===== src/rtl/lrhp_pkg.sv =====
// Shared types and constants for the log record header parser.
// No dependencies.
`timescale 1ns / 1ps

package lrhp_pkg;

  localparam logic [1:0] PH_HEADER = 2'd0;
  localparam logic [1:0] PH_SEQ    = 2'd1;
  localparam logic [1:0] PH_DELTA  = 2'd2;
  localparam logic [1:0] PH_MSG    = 2'd3;

  localparam int DISC_BIT = 6;

  localparam logic REC_MSG = 1'b0;
  localparam logic REC_END = 1'b1;

  typedef struct packed {
    logic        kind;
    logic [7:0]  msg;
    logic [2:0]  level;
    logic [31:0] seq;
    logic [55:0] delta;
    logic        last;
  } rec_t;

endpackage


===== src/rtl/lrhp_parse.sv =====
// Packet parse state and per-byte record logic for the log record header parser.
// Depends on lrhp_pkg.
`timescale 1ns / 1ps

module lrhp_parse (
  input  logic          clk,
  input  logic          rst,
  input  logic          step,
  input  logic [7:0]    byte_in,
  input  logic          eop,
  output logic          res_valid,
  output lrhp_pkg::rec_t res
);
  import lrhp_pkg::*;

  logic [1:0]  phase, phase_next;
  logic [2:0]  byte_count, byte_count_next;
  logic [31:0] seq_counter, seq_counter_next;
  logic [31:0] seq_shadow, seq_shadow_next;
  logic [2:0]  level_reg, level_reg_next;
  logic [2:0]  delta_len, delta_len_next;
  logic [55:0] delta_acc, delta_acc_next;
  logic [2:0]  bc_inc;

  always_comb begin
    phase_next       = phase;
    byte_count_next  = byte_count;
    seq_counter_next = seq_counter;
    seq_shadow_next  = seq_shadow;
    level_reg_next   = level_reg;
    delta_len_next   = delta_len;
    delta_acc_next   = delta_acc;
    bc_inc           = byte_count + 3'd1;
    res_valid        = 1'b0;
    res.kind         = REC_END;
    res.msg          = 8'd0;
    res.last         = 1'b1;
    unique case (phase)
      PH_HEADER: begin
        level_reg_next  = byte_in[2:0];
        delta_len_next  = byte_in[5:3];
        delta_acc_next  = '0;
        seq_shadow_next = '0;
        byte_count_next = '0;
        if (byte_in[DISC_BIT]) begin
          phase_next = PH_SEQ;
        end else begin
          seq_counter_next = seq_counter + 32'd1;
          phase_next = (byte_in[5:3] == 3'd0) ? PH_MSG : PH_DELTA;
          res_valid  = eop && (byte_in[5:3] == 3'd0);
        end
      end
      PH_SEQ: begin
        seq_shadow_next = seq_shadow | (32'(byte_in) << {byte_count[1:0], 3'b000});
        byte_count_next = bc_inc;
        if (bc_inc[2]) begin
          seq_counter_next = seq_shadow_next + 32'd1;
          byte_count_next  = '0;
          phase_next = (delta_len == 3'd0) ? PH_MSG : PH_DELTA;
          res_valid  = eop && (delta_len == 3'd0);
        end
      end
      PH_DELTA: begin
        delta_acc_next  = delta_acc | (56'(byte_in) << {byte_count, 3'b000});
        byte_count_next = bc_inc;
        if (bc_inc >= delta_len) begin
          byte_count_next = '0;
          phase_next      = PH_MSG;
          res_valid       = eop;
        end
      end
      PH_MSG: begin
        res_valid = 1'b1;
        res.kind  = REC_MSG;
        res.msg   = byte_in;
        res.last  = eop;
      end
      default: ;
    endcase
    if (eop) begin
      phase_next      = PH_HEADER;
      byte_count_next = '0;
    end
    res.level = level_reg_next;
    res.seq   = seq_counter_next;
    res.delta = delta_acc_next;
  end

  always_ff @(posedge clk) begin
    if (rst) begin
      phase       <= PH_HEADER;
      byte_count  <= '0;
      seq_counter <= '0;
      seq_shadow  <= '0;
      level_reg   <= '0;
      delta_len   <= '0;
      delta_acc   <= '0;
    end else if (step) begin
      phase       <= phase_next;
      byte_count  <= byte_count_next;
      seq_counter <= seq_counter_next;
      seq_shadow  <= seq_shadow_next;
      level_reg   <= level_reg_next;
      delta_len   <= delta_len_next;
      delta_acc   <= delta_acc_next;
    end
  end

  a_seq_count_bound: assert property (@(posedge clk) disable iff (rst)
    phase == PH_SEQ |-> byte_count <= 3'd3)
    else $error("sequence byte count out of range");

  a_delta_count_bound: assert property (@(posedge clk) disable iff (rst)
    phase == PH_DELTA |-> byte_count < delta_len)
    else $error("delta byte count past delta length");

  a_eop_to_header: assert property (@(posedge clk) disable iff (rst)
    step && eop |=> phase == PH_HEADER && byte_count == 3'd0)
    else $error("parser not back at header after end of packet");

endmodule


===== src/rtl/log_record_header_parser.sv =====
// Top level of the log record header parser: input register, parse logic, record register.
// Depends on lrhp_pkg and lrhp_parse.
`timescale 1ns / 1ps

// Accepts one packet byte per cycle while data_stall is low, and gives at most
// one record per byte. A byte is registered on entry and parsed once the record
// register is free; its record, if any, is loaded into the output register at
// the end of that cycle. With no stall on the record side the sustained rate is
// one byte per clock; data_stall follows rec_stall combinationally when both the
// input register and the record register are full.
module log_record_header_parser (
  input  logic        clk,
  input  logic        rst,
  input  logic        data_valid,
  output logic        data_stall,
  input  logic [7:0]  data_byte,
  input  logic        end_of_packet,
  output logic        rec_valid,
  input  logic        rec_stall,
  output logic        record_kind,
  output logic [7:0]  msg_byte,
  output logic [2:0]  level,
  output logic [31:0] sequence_res,
  output logic [55:0] ts_delta,
  output logic        last_of_message
);
  import lrhp_pkg::*;

  logic       stage_valid;
  logic [7:0] stage_byte;
  logic       stage_eop;
  logic       out_free;
  logic       advance;
  logic       res_valid;
  rec_t       res;

  assign out_free   = !rec_valid || !rec_stall;
  assign advance    = stage_valid && out_free;
  assign data_stall = stage_valid && !out_free;

  always_ff @(posedge clk) begin
    if (rst) begin
      stage_valid <= 1'b0;
    end else if (!data_stall) begin
      stage_valid <= data_valid;
    end
  end

  always_ff @(posedge clk) begin
    if (data_valid && !data_stall) begin
      stage_byte <= data_byte;
      stage_eop  <= end_of_packet;
    end
  end

  lrhp_parse u_parse (
    .clk       (clk),
    .rst       (rst),
    .step      (advance),
    .byte_in   (stage_byte),
    .eop       (stage_eop),
    .res_valid (res_valid),
    .res       (res)
  );

  always_ff @(posedge clk) begin
    if (rst) begin
      rec_valid <= 1'b0;
    end else if (out_free) begin
      rec_valid <= stage_valid && res_valid;
    end
  end

  always_ff @(posedge clk) begin
    if (out_free) begin
      record_kind     <= res.kind;
      msg_byte        <= res.msg;
      level           <= res.level;
      sequence_res    <= res.seq;
      ts_delta        <= res.delta;
      last_of_message <= res.last;
    end
  end

  a_stall_needs_stage: assert property (@(posedge clk) disable iff (rst)
    data_stall |-> stage_valid && rec_valid)
    else $error("input stalled with nothing held");

  a_end_record_form: assert property (@(posedge clk) disable iff (rst)
    rec_valid && record_kind == REC_END |-> last_of_message && msg_byte == 8'd0)
    else $error("malformed end record");

  a_empty_out_no_stall: assert property (@(posedge clk) disable iff (rst)
    !rec_valid |-> !data_stall)
    else $error("input stalled while record register empty");

  a_reset_clears: assert property (@(posedge clk)
    rst |=> !rec_valid && !stage_valid)
    else $error("pipeline not empty after reset");

endmodule

===== config.mk =====
export PLATFORM = sky130hd
export DESIGN_NAME = log_record_header_parser
export DESIGN_NICKNAME = d
export VERILOG_FILES = /design/src/rtl/lrhp_pkg.sv /design/src/rtl/lrhp_parse.sv /design/src/rtl/log_record_header_parser.sv
export SDC_FILE = /design/constraint.sdc
export NUM_CORES = 1
export LEC_CHECK = 0
export BUFFER_PORTS_ARGS = -buffer_cell sky130_fd_sc_hd__buf_2
export CORE_MARGIN = 2
export CORE_UTILIZATION = 50
export CTS_CLUSTER_SIZE = 20
export DETAILED_ROUTE_END_ITERATION = 12
export PLACE_DENSITY = 0.69
export REMOVE_ABC_BUFFERS = 1
export SLEW_MARGIN = 20
export SYNTH_ARGS = -nofsm -noshare
export SYNTH_HDL_FRONTEND = slang
export SYNTH_SLANG_ARGS = --single-unit

===== constraint.sdc =====
create_clock -name clk -period 5.3 [get_ports clk]
set_input_delay 1.06 -clock clk [delete_from_list [all_inputs] [get_ports clk]]
set_output_delay 1.06 -clock clk [all_outputs]
set_load 0.005 [all_outputs]

==> impl_metrics.yaml, run 1 <==
outcome:
  status: "complete, no violations"
worst_setup_path:
  worstSetupEndpointType: "flip-flop"
  slowest_delay_ns: 0.84
  reg2reg_from: "u_parse.phase[0]"
  worstSetupStartpointType: "flip-flop"
  regToRegSetupSlack_ns: 1.85
  cp_slowest_cell: "nor4_2"
  ordered_cell_list_for_the_critical_path: "inv_1, ha_1, nand4b_1, nor4_2, a31o_2, a31oi_1, or2_2"
  worstPathMaxFanout: 18
  criticalPathCategory: "reg -> reg"
  r2r_end: "sequence_res[22]"
  worst_r2r_path_depth: 7
  required_ns: 5.59
  cp_data_arrival_time_ns: 3.74
  cp-startpoint: "u_parse.phase[0]"
timing:
  finalHoldViolations: 0
  final.setup_skew_ns: 0.0181
  fmaxAchievable_mhz: 290
  rsz0062_at_grt: "no"
  drv_slew: 0
  setup_viol: 0
  max_slew.worst_pin.slew_ns: 1.05
  final_min_period_over_clock_period: 0.651
  max-slew-margin-rel: 0.296
  finalWorstPathRequiredPeriod_ns: 3.45
  finalWorstSetupSlack_ns: 1.85
global_route:
  grt_max_degree: 74
  grtUsageTotal: 0.252
  global_route.overflow_total: 0
  grt_first_pass_wirelength_um: 48400
  first_global_vias: 8990
  antenna_found_initial: 0
min_path:
  holdCritPathClass: "reg -> reg"
  hold_path_end: "u_parse.level_reg[2]"
  hold-path-cell-count: 2
  hold_path.startpoint: "u_parse.level_reg[2]"
yosys:
  mean_cell_area_of_the_mapped_netlist_um2: 9.42
  async_reset_ff_frac: 0
  syn-cell-area_mm2: 0.0114
  synth_cell_types: 70
  synth_edf_count: 110
  ys_seq_area_frac: 0.525
  post-synth-top-area-cell: "edfxtp_1"
  synthTopCellsByArea: "edfxtp_1 (29%), dfxtp_1 (23%), nor2_1 (5.8%)"
  yosysWarningCount: 0
  ys_dominant_reg_cell: "dfxtp_1"
  postSynthRegisterBits: 243
  post-synth-top-area-fraction: 0.290
  synthCells: 1208
power_and_ir_drop:
  static-leakage-power_nw: 5.03
  power_density_mw_per_mm2: 317
  vdd.ir_drop.worst_mv: 0.217
drt:
  drt.antenna.violating_nets: 0
  detailedRoute.firstIterationViolations: 1034
  detailroute.via_count: 9782
  drc: 0
  wirelength_um: 31100
  wl_per_cell_um: 19.8
  detailedRoute.firstPassIterationCount: 6
  route.detailed.vias_per_inst: 6.22
clock_tree:
  post_cts_buffers: 0
  cts_tree: "done"
  clock_tree.htree_level_count: 1
  holdBufCountCts: 0
  ctsLongestPathBuffers: 3
  clock_latency_ns: 0.55
  clock-root-buffer: "clkbuf_16"
  tritoncts.num_buffers: 26
  cts_sinks: 243
  cts.clk_slew.worst_paths_ns: 0.07
  resized_gates_after_cts: 0
floorplanning:
  floorplan.die_area_mm2: 0.0240
  io_pins: 116
  chipHeight_um: 155
  initial_utilization: 0.505
  core-area_mm2: 0.0225
  die_width_um: 155
  rows: 55
cells_and_area:
  final_layout_size_suffix_gt1_frac: 0.160
  finish.utilization: 0.575
  insertedDiodeCount: 0
  reg.largest.list: "ts_delta (56), u_parse.delta_acc (56)"
  nets: 1291
  area.growth.synth_to_final_pct: 13.7
placement:
  routabilityCongestion: 0.908
  io_buffers: 115
  hpwlAfterDp_um: 19000
  post-place-ws_ns: 1.56
flow_run:
  timing.max_cap.violations: 0
## cells in the mapped netlist, types with 11 or more instances
master	instances
buf_1	15
nand3_1	22
o22ai_1	18
nand2_1	99
a21oi_1	94
dfxtp_1	133
nor2_1	175
and2_1	17
clkbuf_1	87
nor3_1	78
xnor2_1	11
inv_1	20
nor4_1	12
nand4_1	12
a32oi_1	25
a32o_1	46
xor2_1	11
edfxtp_1	110
a31oi_1	17
o21ai_0	49
## where the power goes
group	switching, mW	internal [mW]	leakage [nW]	total (mW)
Combinational	0.183	0.0990	2.23	0.282
Clock	0.753	1.00	0.405	1.75
Sequential	0.0482	2.02	2.39	2.07
## final cells by class
class / instances / area [µm²]
Timing Repair Buffer: 135 / 728
Clock inverter: 13 / 116
Clock buffer: 35 / 714
Inverter: 21 / 78.8
Tap cell: 285 / 357
Multi-Input combinational cell: 841 / 4970
Sequential cell: 243 / 5970
Fill cell: 1953 / 9570
## cells in the final DEF, fill, tap and decap left out, drive strengths merged, types with 12 or more instances in the layout
master and count:
dfxtp 133, and2 17, nand4 12, a31oi 17, nor2 175, a32oi 25
inv 20, edfxtp 110, a21oi 94, o22ai 18, nor4 12, nand3 22
clkbuf 35, buf 135, clkinv 12, nand2 99, o21ai 49, nor3 78
a32o 46
## per-stage QoR
| stage | instances | TNS [ns] | hold WS, ns | area [µm²] | power (mW) |
|---|---|---|---|---|---|
| 3_3_place_gp | 1525 | 0 | 0.440 | 12100 | 2.38 |
| 4_1_cts | 1573 | 0 | 0.460 | 12900 | 4.13 |
| 3_5_place_dp | 1525 | 0 | 0.451 | 12100 | 2.39 |
| 6_report | 1573 | 0 | 0.458 | 12900 | 4.11 |
| 2_1_floorplan | 1105 | -105.24 | 0.428 | 11000 | 2.27 |
| 5_1_grt | 1573 | 0 | 0.481 | 12900 | 4.24 |
## how the worst max path moves through the flow
stage,end,slack (ns),depth (start not counted)
2_1_floorplan,u_parse.seq_shadow[16],-1.82,5
3_3_place_gp,u_parse.seq_shadow[14],1.68,6
3_5_place_dp,u_parse.seq_shadow[19],1.56,6
4_1_cts,sequence_res[22],1.67,7
5_1_grt,sequence_res[26],1.56,8
6_report,sequence_res[22],1.85,7
## critical path, delay by kind of cell, from the launching register on
kind,cells,cell delay (ns)
compound gates,2,0.35
flops,1,0.34
fa+ha+maj,1,0.64
buf+inv,1,0.09
simple gates,3,1.77
## layer usage
metal / wire, µm / part of all wire / global-route usage / up-vias
met5: 44 / 0.0014 / 0.0145 / -
met4: 739 / 0.024 / 0.0763 / 2
met3: 2450 / 0.079 / 0.0401 / 61
met2: 14300 / 0.46 / 0.399 / 434
met1: 13600 / 0.44 / 0.356 / 4692
li1: - / - / - / 4593
## cell families (layout without fill, tap and decap cells)
group	after synthesis	in the layout	synth area share
flip-flops	243	243	0.525
buffers and inverters	124	204	0.0410
AO/OA/AOI/OAI	324	324	0.201
XOR/XNOR	22	22	0.0169
AND/OR/NAND/NOR	473	473	0.194
adder cells (fa/ha/maj)	10	10	0.0110
multiplexers	12	12	0.0111
(Power assumes the default switching activity.)
==> inputs of run 2 (changes only) <==
Settings changed: PLACE_DENSITY 0.69 to 0.72.
Clock period 5.3 ns to 3.15 ns, I/O delays scaled along.
==> run 2 against run 1 <==
  * Sequential share of layout area decreased by 1.1 points
  * Wire length increased by 3.4%
  * Largest cell class unchanged
  * Global-route usage increased by 1.1 points
==> impl_metrics.yaml, run 2 (synthesis results as in run 1) <==
worst_setup_path:
  cp_data_arrival_time_ns: 3.28
  ordered_cell_list_for_the_critical_path: "buf_4, ha_1, xor2_1, or2_2, buf_4, nand2_1, a21oi_1, o22ai_1, o21ba_2"
  reg2reg_from: "u_parse.byte_count[1]"
  r2r_end: "u_parse.seq_counter[15]"
  regToRegSetupSlack_ns: 0.31
  criticalPathCategory: "reg -> reg"
  required_ns: 3.59
  worstPathMaxFanout: 14
  worstSetupEndpointType: "flip-flop"
  cp_slowest_cell: "dfxtp_1"
  slowest_delay_ns: 0.58
  worst_path_most_repeated_cell: "buf_4"
  worst_r2r_path_depth: 9
  worstSetupStartpointType: "flip-flop"
cells_and_area:
  nets: 1325
  layout.cells.most_common_list: "nor2_1 (174), dfxtp_1 (133), buf_2 (114), edfxtp_1 (110), nand2_1 (97)"
  final_layout_size_suffix_gt1_frac: 0.180
  layout.cell_area.non_filler_mm2: 0.0133
  finish.utilization: 0.589
  mostFrequentLayoutCell: "nor2_1"
  insertedDiodeCount: 0
  nFillCells: 1921
  reg.largest.list: "ts_delta (56), u_parse.delta_acc (56)"
  area.growth.synth_to_final_pct: 16.5
  seq_area_mm2: 0.00597
  multiInputGateArea_mm2: 0.00497
min_path:
  hold_path_end: "stage_eop"
  hold-path-cell-count: 1
  hold_path.startpoint: "end_of_packet"
  holdCritPathClass: "in -> reg"
clock_tree:
  clock_tree.htree_level_count: 1
  clock-root-buffer: "clkbuf_16"
  post_cts_buffers: 0
  ctsLongestPathBuffers: 3
  cts.clk_slew.worst_paths_ns: 0.06
  cts_tree: "done"
  tritoncts.num_buffers: 26
  cts_sinks: 243
  clock_latency_ns: 0.55
drt:
  drt.antenna.violating_nets: 0
  detailroute.via_count: 10000
  route.detailed.vias_per_inst: 6.23
  wl_per_cell_um: 20.0
  drc: 0
  wirelength_um: 32200
  detailedRoute.firstPassIterationCount: 5
  detailedRoute.firstIterationViolations: 1247
global_route:
  globalRouteMet2Util: 0.414
  grt_first_pass_wirelength_um: 50700
  top_usage_layer: "met2"
  grtUsageTotal: 0.263
  antenna_found_initial: 0
  global_route.overflow_total: 0
  grt.met1_usage: 0.374
  use_met3: 0.0451
  grt_max_degree: 67
  first_global_vias: 9488
timing:
  max_slew.worst_pin.slew_ns: 1.01
  max-slew-margin-rel: 0.326
  finalHoldViolations: 0
  rsz0062_at_grt: "no"
  fmaxAchievable_mhz: 352
  finalWorstSetupSlack_ns: 0.309
  drv_slew: 0
  final.setup_skew_ns: 0.0154
  setup_viol: 0
  final_min_period_over_clock_period: 0.902
  finalWorstPathRequiredPeriod_ns: 2.84
placement:
  routabilityCongestion: 0.932
  post-place-ws_ns: 0.276
  hpwlAfterDp_um: 20800
  placement.cell_area_mm2: 0.0124
  io_buffers: 115
floorplanning:
  initial_utilization: 0.505
  rows: 55
  io_pins: 116
  chipHeight_um: 155
  floorplan.die_area_mm2: 0.0240
  core-area_mm2: 0.0225
  die_width_um: 155
flow_run:
  timing.max_cap.violations: 0
outcome:
  status: "complete, no violations"
power_and_ir_drop:
  vdd.ir_drop.worst_mv: 0.436
  static-leakage-power_nw: 5.22
  power_density_mw_per_mm2: 535
==> run 2: changes by cell type in the layout (fill, tap and decap cells not counted), moves of 2 or more <==
cell,before,now
buf_4,21,53
buf_12,0,2
bufinv_16,1,3
clkbuf_1,6,4
clkinv_1,5,7
clkinv_2,5,3
==> run 2: worst max path at each step <==
stage	to	start	depth (start not counted)
2_1_floorplan	u_parse.seq_shadow[16]	rec_stall	5
3_3_place_gp	u_parse.seq_counter[30]	u_parse.byte_count[0]	7
3_5_place_dp	u_parse.seq_counter[30]	u_parse.byte_count[0]	7
4_1_cts	u_parse.seq_counter[30]	u_parse.byte_count[0]	7
5_1_grt	u_parse.seq_counter[24]	u_parse.byte_count[0]	7
6_report	u_parse.seq_counter[15]	u_parse.byte_count[1]	9
==> run 2: final cells by class <==
| class | count | share of cell area |
|---|---|---|
| tap | 285 | 0.0269 |
| clock inverter | 14 | 0.0125 |
| multi-input combinational | 841 | 0.375 |
| sequential | 243 | 0.450 |
| clock buffer | 33 | 0.0534 |
| timing repair buffer | 169 | 0.0761 |
| inverter | 21 | 0.00595 |
==> run 2: stage by stage <==
stage | power [mW] | setup TNS, ns | hold WS [ns] | instances
3_3_place_gp | 4.03 | 0 | 0.440 | 1559
6_report | 7.09 | 0 | 0.249 | 1606
5_1_grt | 7.29 | 0 | 0.242 | 1606
3_5_place_dp | 4.04 | 0 | 0.444 | 1559
4_1_cts | 7.10 | 0 | 0.233 | 1606
2_1_floorplan | 3.81 | -342.68 | 0.428 | 1105
==> run 2: metal layers <==
layer | vias up | routed length (µm)
met5 | - | 0
li1 | 4666 | -
met1 | 4812 | 13900
met4 | 0 | 638
met3 | 51 | 2750
met2 | 481 | 14900
==> run 2: critical path: cells and delay by family (launching register included) <==
| kind | cells | cell delay, ns |
|---|---|---|
| AOI/OAI and AO/OA | 3 | 0.51 |
| xor gates and xnor gates | 1 | 0.38 |
| adders and majority gates | 1 | 0.22 |
| and+or+nand+nor | 2 | 0.50 |
| DFF | 1 | 0.58 |
| buffers and inverters | 2 | 0.52 |
==> run 2: report_power, final <==
group / total [mW] / internal (mW) / switching (mW)
combinational: 0.499 / 0.180 / 0.319
sequential: 3.49 / 3.40 / 0.0884
clock: 3.10 / 1.83 / 1.26
total: 7.09 / 5.42 / 1.67
==> run 2: what timing repair did <==
item | in CTS | in global routing
hold buffers | 0 | 0
gates resized for setup | 0 | 1
endpoints found under the setup margin | 0 | 1
